`src/hdl/dcp_pkg.sv`:
```
`timescale 1ns / 1ps
package dcp_pkg;

  // Configuration register indexes.
  typedef enum logic [2:0] {
    REG_STRENGTH_CAP   = 3'd0,
    REG_FOCUS_DISTANCE = 3'd1,
    REG_APERTURE_GAIN  = 3'd2,
    REG_FOCAL_LEN      = 3'd3,
    REG_F_STOP         = 3'd4
  } dcp_reg_t;

  localparam int CFG_INDEX_W = 3;
  localparam int CFG_DATA_W  = 24;
  localparam int BLUR_W      = 16;
  localparam int PEAK_W      = 13;
  localparam int NUM_CORNERS = 4;

  // Register stages in one corner unit and in the summary stage.
  localparam int CU_STAGES  = 24;
  localparam int SUM_STAGES = 2;

  // Minimum spread and peak for a usable plan, in hundredths of a pixel.
  localparam logic [BLUR_W-1:0] MIN_SPREAD = 16'd125;
  localparam logic [BLUR_W-1:0] MIN_PEAK   = 16'd30;

  // floor(v / 10) == (v * RECIP_10) >> RECIP_SH for every v below 2**18.
  localparam logic [15:0] RECIP_10 = 16'd52429;
  localparam int          RECIP_SH = 19;

  typedef struct packed {
    logic [15:0] strength_cap;
    logic [23:0] focus_distance;
    logic [15:0] aperture_gain;
    logic [23:0] focal_len;
    logic [15:0] f_stop;
  } dcp_cfg_t;

endpackage

```
`src/hdl/dcp_summary.sv`:
```
`timescale 1ns / 1ps
module dcp_summary
  import dcp_pkg::*;
(
  input  logic              clk,
  input  logic              ce,
  input  logic [BLUR_W-1:0] blur_in  [NUM_CORNERS],
  output logic [BLUR_W-1:0] blur_out [NUM_CORNERS],
  output logic [PEAK_W-1:0] peak,
  output logic              usable
);

  logic [BLUR_W-1:0] b_r [NUM_CORNERS];
  logic [BLUR_W-1:0] mx_r, mn_r;
  logic [BLUR_W-1:0] mx01, mx23, mn01, mn23;
  logic [32:0]       scaled;

  always_comb begin
    mx01   = (blur_in[1] > blur_in[0]) ? blur_in[1] : blur_in[0];
    mx23   = (blur_in[3] > blur_in[2]) ? blur_in[3] : blur_in[2];
    mn01   = (blur_in[1] < blur_in[0]) ? blur_in[1] : blur_in[0];
    mn23   = (blur_in[3] < blur_in[2]) ? blur_in[3] : blur_in[2];
    scaled = (33'(mx_r) + 33'd5) * 33'(RECIP_10);
  end

  always_ff @(posedge clk) begin
    if (ce) begin
      b_r      <= blur_in;
      mx_r     <= (mx23 > mx01) ? mx23 : mx01;
      mn_r     <= (mn23 < mn01) ? mn23 : mn01;
      blur_out <= b_r;
      peak     <= scaled[RECIP_SH+PEAK_W-1:RECIP_SH];
      usable   <= ((mx_r - mn_r) >= MIN_SPREAD) && (mx_r >= MIN_PEAK);
    end
  end

endmodule

```
`config.mk`:
```
export PLATFORM = sky130hd
export DESIGN_NAME = dcp_summary
export DESIGN_NICKNAME = d
export VERILOG_FILES = /design/src/hdl/dcp_pkg.sv /design/src/hdl/dcp_summary.sv
export SDC_FILE = /design/constraint.sdc
export NUM_CORES = 1
export LEC_CHECK = 0
export BUFFER_PORTS_ARGS = -buffer_cell sky130_fd_sc_hd__buf_4
export CORE_MARGIN = 4
export CORE_UTILIZATION = 55
export CTS_CLUSTER_DIAMETER = 30
export CTS_CLUSTER_SIZE = 40
export DETAILED_ROUTE_END_ITERATION = 12
export GPL_ROUTABILITY_DRIVEN = 1
export PLACE_DENSITY = 0.78
export SLEW_MARGIN = 0
export SYNTH_ARGS = -nofsm -noshare
export SYNTH_HDL_FRONTEND = slang
export SYNTH_SLANG_ARGS = --single-unit
```
`constraint.sdc`:
```
create_clock -name clk -period 6.4 [get_ports clk]
set_input_delay 0 -clock clk [delete_from_list [all_inputs] [get_ports clk]]
set_output_delay 0 -clock clk [all_outputs]
set_load 0.01 [all_outputs]
```
# == After elaboration in Yosys (flattened, before gate mapping) ==
# Cells that the tools add are included.
# totals
regBits,174
inputBits,66
out_inout_bits,78
elab_cells,30
# op_classes
addsub,2
n_mul,1
n_lt_le_gt_ge,8
muxes,6
reduce_logical,1
# op_table
op,count
2-to-1 mux 16 bit,6
> comparator 16 bit,3
< comparator 16 bit,3
"multiplier 17 x 16 -> 32 bit, second input constant",1
"adder 16 x 3 -> 17 bit, second input constant",1
"greater-or-equal comparator 16 x 5 -> 1 bit, second input constant",1
"greater-or-equal comparator 16 x 7 -> 1 bit, second input constant",1
subtractor 16 bit,1
logical AND 1 bit,1

# == Logic depth before layout (Yosys ltp) ==
# Gate-level depths: netlist (run 1).
# logic_depth
ltp_word,4
depth_mapped,25
depth_no_buf,24

# == Worst setup path before layout (run 1) ==
# No wires, ideal clock.
# synth_path
kind,flip-flop to flip-flop
start,register mx_r[1]
end,register peak[8] (data pin)
setup_ps,262
arrival_time_ps,6073
required_time_ps,6138
setup_slack_ps,65
path_stages_with_launch,24
n_path_buf,0
cell_sequence,edfxtp_1 > ha_1 > o21ai_0 > xor2_1 > inv_1 > ha_1 > xor2_1 > ha_1 > fa_1 > inv_1 > fa_1 > inv_1 > fa_1 > inv_1 > fa_1 > inv_1 > ha_1 > and3_1 > a221oi_1 > o211ai_1 > o21bai_1 > a31oi_1 > o21bai_1 > xor2_1
# synth_between
elab_chain_len,2
# synth_lines
item,line,text
start: declaration,dcp_summary.sv:14,"logic [BLUR_W-1:0] mx_r, mn_r;"
start signal: assignment,dcp_summary.sv:29,mx_r <= (mx23 > mx01) ? mx23 : mx01;
adder 16 x 3 -> 17 bit,dcp_summary.sv:23,scaled = (33'(mx_r) + 33'd5) * 33'(RECIP_10);
multiplier 17 x 16 -> 32 bit,dcp_summary.sv:23,
net scaled[27],dcp_summary.sv:16,logic [32:0] scaled;
end signal: assignment,dcp_summary.sv:32,peak <= scaled[RECIP_SH+PEAK_W-1:RECIP_SH];
end: declaration,dcp_summary.sv:9,"output logic [PEAK_W-1:0] peak,"
# The timed path passes the listed nets, and every way through them passes these cells.
# A chain may end at the register's enable or synchronous reset.

# == Worst setup path in the final report (run 1) ==
# layout_path
start,register mx_r[11]
end,register peak[12] (data pin)
# The elaborated chain is that of the path after synthesis.

==> run_summary.xml, run 1 <==
<?xml version="1.0" encoding="UTF-8"?>
<metrics>
  <group name="status">
    <metric name="run_status" unit="">completed</metric>
  </group>
  <group name="cells_and_area">
    <metric name="mostFrequentLayoutCell" unit="">sky130_fd_sc_hd__inv_1</metric>
    <metric name="n_fill_cell" unit="">1652</metric>
    <metric name="antennaDiodeCount" unit="">0</metric>
    <metric name="drive_gt1_share" unit="%">21.69</metric>
    <metric name="finish.utilization" unit="%">70.58</metric>
    <metric name="post-route-cell-area" unit="µm²">17270</metric>
    <metric name="areaGrowthSynthToFinish" unit="%">25.25</metric>
    <metric name="mostFrequentLayoutCells" unit="">sky130_fd_sc_hd__inv_1, sky130_fd_sc_hd__buf_4, sky130_fd_sc_hd__ha_1, sky130_fd_sc_hd__edfxtp_1, sky130_fd_sc_hd__fa_1</metric>
    <metric name="nets" unit="">1820</metric>
  </group>
  <group name="worst_setup_path">
    <metric name="crit_fanout" unit="">4</metric>
    <metric name="crit_type" unit="">reg -&gt; reg</metric>
    <metric name="critical_path_buf_inv_count" unit="">2</metric>
    <metric name="timing.critical_path.arrival" unit="ps">6410</metric>
    <metric name="crit_path_top_delay_cell" unit="">sky130_fd_sc_hd__fa_1</metric>
    <metric name="kind_of_end_point_of_the_critical_path" unit="">flip-flop</metric>
    <metric name="timing.critical_path.mode_cell" unit="">sky130_fd_sc_hd__fa_1</metric>
    <metric name="crit_family" unit="">adder cells</metric>
    <metric name="cpPeakStageDelay" unit="ps">570</metric>
    <metric name="worstSetupStartpointType" unit="">flip-flop</metric>
    <metric name="required" unit="ps">6570</metric>
    <metric name="worstPathCellList" unit="">nand3_1 &gt; nor3_1 &gt; nand2_1 &gt; nor2_1 &gt; xnor2_2 &gt; buf_4 &gt; ha_1 &gt; ha_1 &gt; fa_1 &gt; fa_1 &gt; fa_1 &gt; fa_1 &gt; ha_1 &gt; and4_4 &gt; o211ai_1 &gt; or3_4 &gt; o21bai_4 &gt; nand3_2 &gt; buf_4 &gt; nand2_1 &gt; a311oi_2</metric>
  </group>
  <group name="floorplan">
    <metric name="die_wd" unit="µm">166.3</metric>
    <metric name="num_io_pins" unit="">144</metric>
    <metric name="die_y" unit="µm">166.3</metric>
    <metric name="floorplan.core_area" unit="µm²">24460</metric>
    <metric name="die-area" unit="µm²">27660</metric>
    <metric name="placement_rows" unit="">57</metric>
    <metric name="starting_utilization_of_the_core_area" unit="%">56.35</metric>
  </group>
  <group name="synth">
    <metric name="fraction_of_the_yosys_area_taken_by_sequential_cells" unit="%">37.91</metric>
    <metric name="syn_nets" unit="">1533</metric>
    <metric name="postSynth.topFlopCell" unit="">sky130_fd_sc_hd__edfxtp_1</metric>
    <metric name="syn_inst" unit="">1175</metric>
    <metric name="synth_cell_type_count" unit="">60</metric>
    <metric name="synth_area_leaders" unit="">sky130_fd_sc_hd__edfxtp_1, sky130_fd_sc_hd__ha_1, sky130_fd_sc_hd__fa_1</metric>
    <metric name="async_flop_share" unit="%">0</metric>
    <metric name="postSynthRegisterBits" unit="">174</metric>
    <metric name="top_cell_type_by_total_area_after_synthesis" unit="">sky130_fd_sc_hd__edfxtp_1</metric>
    <metric name="netlist.area_leader.share" unit="%">37.91</metric>
    <metric name="syn-mean-instance-area" unit="µm²">11.73</metric>
    <metric name="syn_area" unit="µm²">13780</metric>
    <metric name="synth-warning-count" unit="">0</metric>
    <metric name="post_synth_edffs" unit="">174</metric>
  </group>
  <group name="routing">
    <metric name="route.detailed.drc" unit="">0</metric>
    <metric name="drt.antenna.violating_nets" unit="">0</metric>
    <metric name="post_drt_via_cell_ratio" unit="">5.495</metric>
    <metric name="initialDrtViolationCount" unit="">587</metric>
    <metric name="wl_per_cell" unit="µm">18.87</metric>
    <metric name="detail_route.wirelength" unit="µm">33950</metric>
    <metric name="vias" unit="">9886</metric>
    <metric name="drt-pass1-iter-count" unit="">5</metric>
  </group>
  <group name="sta">
    <metric name="hold_viol" unit="">0</metric>
    <metric name="final.min_clock_period" unit="ps">6245</metric>
    <metric name="clock.fmax" unit="MHz">160.1</metric>
    <metric name="worst_hold_slack" unit="ps">195.9</metric>
    <metric name="final.setup.worst_slack" unit="ps">154.5</metric>
    <metric name="final_max_slew_viol_count" unit="">0</metric>
    <metric name="finalClockSkew" unit="ps">12.31</metric>
    <metric name="tightest_slew" unit="ps">992.7</metric>
    <metric name="setup_viol" unit="">0</metric>
    <metric name="relSlewSlack" unit="%">33.82</metric>
    <metric name="final.period_utilization" unit="%">97.59</metric>
  </group>
  <group name="global_routing">
    <metric name="grt.overflow.total" unit="">0</metric>
    <metric name="first_global_vias" unit="">10160</metric>
    <metric name="pin_count_of_the_biggest_net_entering_global_routing" unit="">110</metric>
    <metric name="grt.busiest_layer" unit="">met2</metric>
    <metric name="antenna_found_initial" unit="">0</metric>
    <metric name="globalRouteTotalUtil" unit="%">24.22</metric>
    <metric name="first_pass_grt_wire_length" unit="µm">53680</metric>
    <metric name="gr-usage-met1" unit="%">30.74</metric>
    <metric name="grt.met3_usage" unit="%">3.999</metric>
    <metric name="use_met2" unit="%">42.51</metric>
  </group>
  <group name="placement">
    <metric name="io_buffers" unit="">143</metric>
    <metric name="final_wtd_congestion" unit="">0.9452</metric>
    <metric name="placed_area" unit="µm²">15640</metric>
    <metric name="dp_worst_setup_slack" unit="ps">-260.4</metric>
    <metric name="place_hpwl" unit="µm">26600</metric>
  </group>
  <group name="clock_tree">
    <metric name="clock_sinks" unit="">174</metric>
    <metric name="clk_transition_reported_paths" unit="ps">70</metric>
    <metric name="clock_latency" unit="ps">430</metric>
    <metric name="clockRootBuffer" unit="">sky130_fd_sc_hd__clkbuf_16</metric>
    <metric name="cts-root-to-sink-buffers" unit="">2</metric>
    <metric name="number_of_buffers_created_by_cts" unit="">17</metric>
    <metric name="tritoncts_clock_tree" unit="">yes</metric>
    <metric name="htree_num_levels" unit="">4</metric>
  </group>
  <group name="flow_run">
    <metric name="cap_violations" unit="">0</metric>
  </group>
  <group name="hold_path">
    <metric name="worst_hold_path_type" unit="">in -&gt; reg</metric>
  </group>
</metrics>
registers in the layout, summed over array words and instances (netlist names):
register  cells
peak         13
mx_r         16
usable        1
b_r          64
mn_r         16
blur_out     64
cell usage after synthesis (all sizes together), types with 8 or more instances:
cell type,count
a21o,23
xnor2,30
nor4,19
nand2,22
fa,86
nor2,31
and3,8
xor2,18
buf,10
edfxtp,174
o211ai,14
ha,206
mux2i,67
nand3,12
mux2,15
inv,240
a21oi,53
nand4,11
nor2b,12
o21ai,19
o21a,9
nor3,12
layer usage:
metal,part of all wire [%],wire [µm]
met5,0,0
met1,41,13790
met3,4.5,1523
met2,52,17660
met4,2.9,975
cells by family after synthesis:
logic type | synth area share [%]
fa+ha+maj | 31.19
compound gates | 8.750
buf+inv | 7.071
flops | 37.91
xor+xnor | 3.050
mux | 6.091
simple gates | 5.945
area by class of cell:
class / instances / area (µm²) / area share [%]
multi-input cells: 746 / 7884 / 45.66
flip-flops and latches: 174 / 5225 / 30.26
well taps: 324 / 405.4 / 2.348
inverters: 240 / 900.9 / 5.218
repair buffers: 283 / 2288 / 13.25
clock inverters: 13 / 128.9 / 0.7464
clock buffers: 19 / 432.9 / 2.507
final timing paths:
kind	from	end	slack, ps	depth (start not counted)
max	mx_r[11]	peak[12]	150	21
min	ce	blur_out[53]	200	1
max reg2reg	mx_r[11]	peak[12]	150	21
min reg2reg	b_r[25]	blur_out[25]	410	0
metrics by stage:
| stage | setup TNS (ps) | std cells |
|---|---|---|
| finish | 0 | 1799 |
| global route | -267.8 | 1799 |
| CTS | 0 | 1786 |
| detailed placement | -1470 | 1687 |
| global placement | -107.5 | 1687 |
| floorplan | 0 | 1175 |
repair_timing:
action                                  CTS  global route
buffers inserted                          3            13
hold endpoints to repair                 65             0
resized for setup                         6            40
pin swaps                                 3            20
hold buffers                             64             0
endpoints found under the setup margin   10            11
Power of run 1 is left out: the tool's default activity adds up to more than one toggle a clock period on the data nets, which glitch-free logic cannot reach.
==> run 2, diff against run 1 <==
--- a/config.mk
+++ b/config.mk
@@ -6,7 +6,7 @@
 export NUM_CORES = 1
 export LEC_CHECK = 0
 export BUFFER_PORTS_ARGS = -buffer_cell sky130_fd_sc_hd__buf_4
-export CORE_MARGIN = 4
+export CORE_MARGIN = 2
 export CORE_UTILIZATION = 55
 export CTS_CLUSTER_DIAMETER = 30
 export CTS_CLUSTER_SIZE = 40
==> run_summary.xml, run 2 (synthesized netlist as in run 1, its figures left out) <==
<?xml version="1.0" encoding="UTF-8"?>
<metrics>
  <group name="status">
    <metric name="run_status" unit="">completed</metric>
  </group>
  <group name="clock_tree">
    <metric name="cts-root-to-sink-buffers" unit="">2</metric>
    <metric name="clock_sinks" unit="">174</metric>
    <metric name="htree_num_levels" unit="">4</metric>
    <metric name="clock_latency" unit="ps">430</metric>
    <metric name="clockRootBuffer" unit="">sky130_fd_sc_hd__clkbuf_16</metric>
    <metric name="tritoncts_clock_tree" unit="">yes</metric>
    <metric name="clk_transition_reported_paths" unit="ps">80</metric>
    <metric name="number_of_buffers_created_by_cts" unit="">17</metric>
  </group>
  <group name="sta">
    <metric name="relSlewSlack" unit="%">33.02</metric>
    <metric name="final.min_clock_period" unit="ps">6254</metric>
    <metric name="finalClockSkew" unit="ps">12.97</metric>
    <metric name="setup_viol" unit="">0</metric>
    <metric name="final_max_slew_viol_count" unit="">0</metric>
    <metric name="hold_viol" unit="">0</metric>
    <metric name="final.period_utilization" unit="%">97.72</metric>
    <metric name="clock.fmax" unit="MHz">159.9</metric>
    <metric name="fin_tns_setup" unit="ps">0</metric>
    <metric name="tightest_slew" unit="ps">1005</metric>
  </group>
  <group name="flow_run">
    <metric name="cap_violations" unit="">0</metric>
  </group>
  <group name="cells_and_area">
    <metric name="ff_latch_area" unit="µm²">5225</metric>
    <metric name="n_fill_cell" unit="">1668</metric>
    <metric name="multi_input_combinational_cell_area" unit="µm²">7886</metric>
    <metric name="finish.utilization" unit="%">70.63</metric>
    <metric name="nets" unit="">1815</metric>
    <metric name="mostFrequentLayoutCell" unit="">sky130_fd_sc_hd__inv_1</metric>
    <metric name="mostFrequentLayoutCells" unit="">sky130_fd_sc_hd__inv_1, sky130_fd_sc_hd__buf_4, sky130_fd_sc_hd__ha_1, sky130_fd_sc_hd__edfxtp_1, sky130_fd_sc_hd__fa_1</metric>
    <metric name="drive_gt1_share" unit="%">21.43</metric>
    <metric name="post-route-cell-area" unit="µm²">17280</metric>
    <metric name="areaGrowthSynthToFinish" unit="%">25.34</metric>
    <metric name="antennaDiodeCount" unit="">0</metric>
    <metric name="largestRegisters" unit="">b_r x64, blur_out x64</metric>
  </group>
  <group name="floorplan">
    <metric name="floorplan.core_area" unit="µm²">24460</metric>
    <metric name="starting_utilization_of_the_core_area" unit="%">56.35</metric>
    <metric name="die-area" unit="µm²">26340</metric>
    <metric name="num_io_pins" unit="">144</metric>
    <metric name="die_y" unit="µm">162.3</metric>
    <metric name="die_wd" unit="µm">162.3</metric>
    <metric name="placement_rows" unit="">57</metric>
  </group>
  <group name="global_routing">
    <metric name="grt.overflow.total" unit="">0</metric>
    <metric name="first_pass_grt_wire_length" unit="µm">53810</metric>
    <metric name="pin_count_of_the_biggest_net_entering_global_routing" unit="">115</metric>
    <metric name="first_global_vias" unit="">10340</metric>
    <metric name="globalRouteTotalUtil" unit="%">26.56</metric>
    <metric name="antenna_found_initial" unit="">0</metric>
  </group>
  <group name="routing">
    <metric name="route.detailed.drc" unit="">0</metric>
    <metric name="vias" unit="">9985</metric>
    <metric name="initialDrtViolationCount" unit="">861</metric>
    <metric name="wl_per_cell" unit="µm">19.22</metric>
    <metric name="detail_route.wirelength" unit="µm">34480</metric>
    <metric name="drt.antenna.violating_nets" unit="">0</metric>
    <metric name="drt-pass1-iter-count" unit="">6</metric>
    <metric name="post_drt_via_cell_ratio" unit="">5.566</metric>
  </group>
  <group name="worst_setup_path">
    <metric name="required" unit="ps">6660</metric>
    <metric name="worstSetupStartpointType" unit="">flip-flop</metric>
    <metric name="crit_type" unit="">reg -&gt; reg</metric>
    <metric name="worstPathCellList" unit="">ha_4 &gt; o211ai_1 &gt; nor2_1 &gt; xnor2_1 &gt; buf_4 &gt; ha_1 &gt; ha_1 &gt; inv_1 &gt; fa_1 &gt; inv_1 &gt; fa_1 &gt; fa_1 &gt; inv_1 &gt; fa_1 &gt; inv_1 &gt; ha_1 &gt; and4_4 &gt; o211ai_1 &gt; or3_4 &gt; o21bai_4 &gt; nand3_2 &gt; and3_1 &gt; a311oi_1</metric>
    <metric name="kind_of_end_point_of_the_critical_path" unit="">flip-flop</metric>
    <metric name="crit_fanout" unit="">6</metric>
    <metric name="timing.critical_path.arrival" unit="ps">6510</metric>
    <metric name="cpPeakStageDelay" unit="ps">550</metric>
    <metric name="crit_path_top_delay_cell" unit="">sky130_fd_sc_hd__fa_1</metric>
  </group>
  <group name="placement">
    <metric name="io_buffers" unit="">143</metric>
    <metric name="placed_area" unit="µm²">15640</metric>
    <metric name="final_wtd_congestion" unit="">0.9286</metric>
    <metric name="place_hpwl" unit="µm">26580</metric>
  </group>
  <group name="hold_path">
    <metric name="worst_hold_path_type" unit="">in -&gt; reg</metric>
  </group>
</metrics>
-- run 2: changes by cell type in the layout (fill, tap and decap cells not counted), moves of 2 or more --
| cell | change |
|---|---|
| sky130_fd_sc_hd__xnor2_1 | -2 |
| sky130_fd_sc_hd__a221oi_2 | -2 |
| sky130_fd_sc_hd__bufinv_16 | +2 |
| sky130_fd_sc_hd__xnor2_2 | +2 |
| sky130_fd_sc_hd__buf_4 | -5 |
| sky130_fd_sc_hd__ha_1 | +2 |
-- run 2: final cells by class --
class                      instances  share of cell area (%)
tap                              324                   2.346
timing repair buffer             278                   13.03
sequential                       174                   30.24
multi-input combinational        746                   45.64
inverter                         240                   5.214
clock inverter                    14                   1.043
clock buffer                      18                   2.484
-- run 2: worst max-delay path: cells and delay by family (launching register included) --
family / cells / cell delay [ps]
simple gates: 5 / 1050
xor+xnor: 1 / 180
fa+ha+maj: 8 / 3210
flops: 1 / 500
compound gates: 4 / 740
buf+inv: 5 / 410
-- run 2: path summary, 6_finish.rpt --
check | startpoint | to | slack, ps | cells after the start
hold / removal | ce | b_r[53] | 230 | 1
hold reg to reg | b_r[26] | blur_out[26] | 420 | 0
setup / recovery | mx_r[1] | peak[12] | 150 | 23
setup reg to reg | mx_r[1] | peak[12] | 150 | 23
-- run 2: layer usage --
layer	vias to the layer above	GRT usage (%)	part of all wire (%)
li1	4712	-	-
met1	4893	32.77	40
met2	316	47.78	53
met3	64	3.550	4.3
met4	0	9.574	3.1
met5	-	0	0
-- run 2: what timing repair did --
item | in CTS | in global routing
hold buffers | 64 | 0
endpoints found under the hold margin | 64 | 0
setup buffers | 2 | 10
endpoints found under the setup margin | 9 | 12
pin swaps | 1 | 23
gates resized for setup | 6 | 42
-- run 2: metrics by stage --
stage,hold WS [ps],worst slack [ps],instances
CTS,232.6,6.284,1784
global route,262.3,-87.08,1794
finish,231.7,146.0,1794
detailed placement,206.9,-213.9,1686
floorplan,98.87,64.69,1175
global placement,207.6,-81.87,1686
Power of run 2 is left out for the same reason.
==> run 3, diff against run 2 <==
--- a/config.mk
+++ b/config.mk
@@ -5,6 +5,7 @@
 export SDC_FILE = /design/constraint.sdc
 export NUM_CORES = 1
 export LEC_CHECK = 0
+export ABC_AREA = 1
 export BUFFER_PORTS_ARGS = -buffer_cell sky130_fd_sc_hd__buf_4
 export CORE_MARGIN = 2
 export CORE_UTILIZATION = 55
==> run_summary.xml, run 3 <==
<?xml version="1.0" encoding="UTF-8"?>
<metrics>
  <group name="floorplan">
    <metric name="num_io_pins" unit="">144</metric>
    <metric name="floorplan.core_area" unit="µm²">25110</metric>
    <metric name="die-area" unit="µm²">26760</metric>
    <metric name="die_wd" unit="µm">163.6</metric>
    <metric name="starting_utilization_of_the_core_area" unit="%">55.79</metric>
    <metric name="die_y" unit="µm">163.6</metric>
    <metric name="placement_rows" unit="">58</metric>
  </group>
  <group name="hold_path">
    <metric name="min_path_cells" unit="">1</metric>
    <metric name="worst_hold_path_type" unit="">in -&gt; reg</metric>
  </group>
  <group name="synth">
    <metric name="post_synth_most_frequent_cells" unit="">sky130_fd_sc_hd__inv_1, sky130_fd_sc_hd__nand2_1, sky130_fd_sc_hd__ha_1</metric>
    <metric name="postSynth.topFlopCell" unit="">sky130_fd_sc_hd__edfxtp_1</metric>
    <metric name="fraction_of_the_yosys_area_taken_by_sequential_cells" unit="%">37.30</metric>
    <metric name="synth_cell_type_count" unit="">43</metric>
    <metric name="syn-mean-instance-area" unit="µm²">9.674</metric>
    <metric name="netlist.area_leader.share" unit="%">37.30</metric>
    <metric name="syn_area" unit="µm²">14010</metric>
    <metric name="synth-warning-count" unit="">0</metric>
    <metric name="async_flop_share" unit="%">0</metric>
    <metric name="synthMostInstantiatedCell" unit="">sky130_fd_sc_hd__inv_1</metric>
    <metric name="synth_area_leaders" unit="">sky130_fd_sc_hd__edfxtp_1, sky130_fd_sc_hd__ha_1, sky130_fd_sc_hd__fa_1</metric>
    <metric name="postSynthRegisterBits" unit="">174</metric>
    <metric name="top_cell_type_by_total_area_after_synthesis" unit="">sky130_fd_sc_hd__edfxtp_1</metric>
    <metric name="syn_nets" unit="">1806</metric>
    <metric name="syn_inst" unit="">1448</metric>
    <metric name="post_synth_edffs" unit="">174</metric>
  </group>
  <group name="routing">
    <metric name="drt-pass1-iter-count" unit="">5</metric>
    <metric name="post_drt_via_cell_ratio" unit="">5.298</metric>
    <metric name="route.detailed.drc" unit="">0</metric>
    <metric name="initialDrtViolationCount" unit="">694</metric>
    <metric name="detail_route.wirelength" unit="µm">35040</metric>
    <metric name="drt.antenna.violating_nets" unit="">0</metric>
    <metric name="vias" unit="">10810</metric>
    <metric name="wl_per_cell" unit="µm">17.17</metric>
  </group>
  <group name="worst_setup_path">
    <metric name="required" unit="ps">6590</metric>
    <metric name="kind_of_end_point_of_the_critical_path" unit="">flip-flop</metric>
    <metric name="cpPeakStageDelay" unit="ps">530</metric>
    <metric name="ff2ff_path_depth" unit="">35</metric>
    <metric name="timing.critical_path.mode_cell" unit="">sky130_fd_sc_hd__inv_1</metric>
    <metric name="timing.critical_path.arrival" unit="ps">6430</metric>
    <metric name="crit_path_top_delay_cell" unit="">sky130_fd_sc_hd__fa_1</metric>
    <metric name="worstSetupStartpointType" unit="">flip-flop</metric>
    <metric name="crit_type" unit="">reg -&gt; reg</metric>
    <metric name="crit_fanout" unit="">4</metric>
  </group>
  <group name="flow_run">
    <metric name="cap_violations" unit="">0</metric>
  </group>
  <group name="cells_and_area">
    <metric name="areaGrowthSynthToFinish" unit="%">23.60</metric>
    <metric name="drive_gt1_share" unit="%">17.48</metric>
    <metric name="final-instance-count-excl-fill" unit="">2041</metric>
    <metric name="largestRegisters" unit="">b_r x64, blur_out x64</metric>
    <metric name="nets" unit="">2056</metric>
    <metric name="ff_latch_area" unit="µm²">5225</metric>
    <metric name="mostFrequentLayoutCell" unit="">sky130_fd_sc_hd__inv_1</metric>
    <metric name="mostFrequentLayoutCells" unit="">sky130_fd_sc_hd__inv_1, sky130_fd_sc_hd__nand2_1, sky130_fd_sc_hd__ha_1, sky130_fd_sc_hd__buf_4, sky130_fd_sc_hd__edfxtp_1</metric>
    <metric name="antennaDiodeCount" unit="">0</metric>
    <metric name="n_fill_cell" unit="">1881</metric>
    <metric name="multi_input_combinational_cell_area" unit="µm²">7850</metric>
  </group>
  <group name="sta">
    <metric name="finalClockSkew" unit="ps">17.17</metric>
    <metric name="tightest_slew" unit="ps">989.3</metric>
    <metric name="worst_hold_slack" unit="ps">178.5</metric>
    <metric name="final.min_clock_period" unit="ps">6244</metric>
    <metric name="setup_viol" unit="">0</metric>
    <metric name="hold_viol" unit="">0</metric>
    <metric name="clock.fmax" unit="MHz">160.2</metric>
    <metric name="relSlewSlack" unit="%">34.04</metric>
    <metric name="final_max_slew_viol_count" unit="">0</metric>
    <metric name="final.period_utilization" unit="%">97.56</metric>
    <metric name="grt_setup_unrepaired" unit="">true</metric>
  </group>
  <group name="clock_tree">
    <metric name="clk_transition_reported_paths" unit="ps">80</metric>
    <metric name="clockRootBuffer" unit="">sky130_fd_sc_hd__clkbuf_16</metric>
    <metric name="tritoncts_clock_tree" unit="">yes</metric>
    <metric name="number_of_buffers_created_by_cts" unit="">17</metric>
    <metric name="htree_num_levels" unit="">4</metric>
    <metric name="cts-root-to-sink-buffers" unit="">2</metric>
    <metric name="clock_latency" unit="ps">440</metric>
    <metric name="clock_sinks" unit="">174</metric>
  </group>
  <group name="global_routing">
    <metric name="first_global_vias" unit="">11080</metric>
    <metric name="grt.overflow.total" unit="">0</metric>
    <metric name="pin_count_of_the_biggest_net_entering_global_routing" unit="">106</metric>
    <metric name="first_pass_grt_wire_length" unit="µm">55390</metric>
    <metric name="globalRouteTotalUtil" unit="%">26.95</metric>
    <metric name="antenna_found_initial" unit="">0</metric>
  </group>
  <group name="placement">
    <metric name="io_buffers" unit="">143</metric>
    <metric name="numPlacedInstances" unit="">1935</metric>
    <metric name="final_wtd_congestion" unit="">0.9266</metric>
    <metric name="place_hpwl" unit="µm">27020</metric>
  </group>
  <group name="status">
    <metric name="run_status" unit="">completed</metric>
  </group>
</metrics>
[run 3: critical path: cells and delay by family, from the launching register on]
family	cells	cell delay, ps
buffers and inverters	11	910
AOI/OAI and AO/OA	6	810
and+or+nand+nor	9	870
DFF	1	430
xor gates and xnor gates	1	130
adders and majority gates	8	2840
[run 3: metrics by stage]
step / TNS, ps / worst slack [ps] / cell area (µm²) / util [%]
after floorplan: 0 / 147.9 / 14010 / -
after global placement: 0 / 188.0 / 15660 / 62.38
after detailed placement: 0 / 12.38 / 15660 / 62.38
after CTS: 0 / 44.83 / 16910 / 67.36
after global routing: -444.2 / -111.7 / 17310 / 68.96
final: 0 / 156.3 / 17310 / 68.96
[run 3: repair_timing]
action                                 4_1_cts  5_1_grt
pin swaps                                    0       25
setup endpoints to repair                    1       13
gates cloned                                 0        0
endpoints found under the hold margin       64        0
gates resized for setup                      0       66
hold buffers                                64        0
setup buffers                                2        8
[run 3: cells by family after synthesis]
| kind of cell | synth area share (%) |
|---|---|
| and+or+nand+nor | 11.53 |
| buffers and inverters | 8.985 |
| adders and majority gates | 30.69 |
| AOI/OAI and AO/OA | 8.307 |
| DFF | 37.30 |
| xor gates and xnor gates | 3.189 |
[run 3: cell type report]
cell class | count | share of cell area (%)
Multi-Input combinational cell | 942 | 45.34
Sequential cell | 174 | 30.18
Timing Repair Buffer | 250 | 11.88
Inverter | 313 | 6.786
Clock buffer | 18 | 2.479
Tap cell | 330 | 2.385
Clock inverter | 14 | 0.9539
[run 3: worst paths after layout]
check	startpoint	end	slack, ps
max	mx_r[0]	peak[12]	160
min	ce	b_r[48]	180
max reg2reg	mx_r[0]	peak[12]	160
min reg2reg	b_r[11]	blur_out[11]	400
[run 3: routing by layer]
layer | vias up | routed length [µm] | track usage, %
met5 | - | 0 | 0
met2 | 347 | 18220 | 50.00
met1 | 5138 | 13820 | 31.05
li1 | 5243 | - | -
met3 | 85 | 1617 | 4.114
met4 | 0 | 1384 | 10.81
Power of run 3 is left out for the same reason.
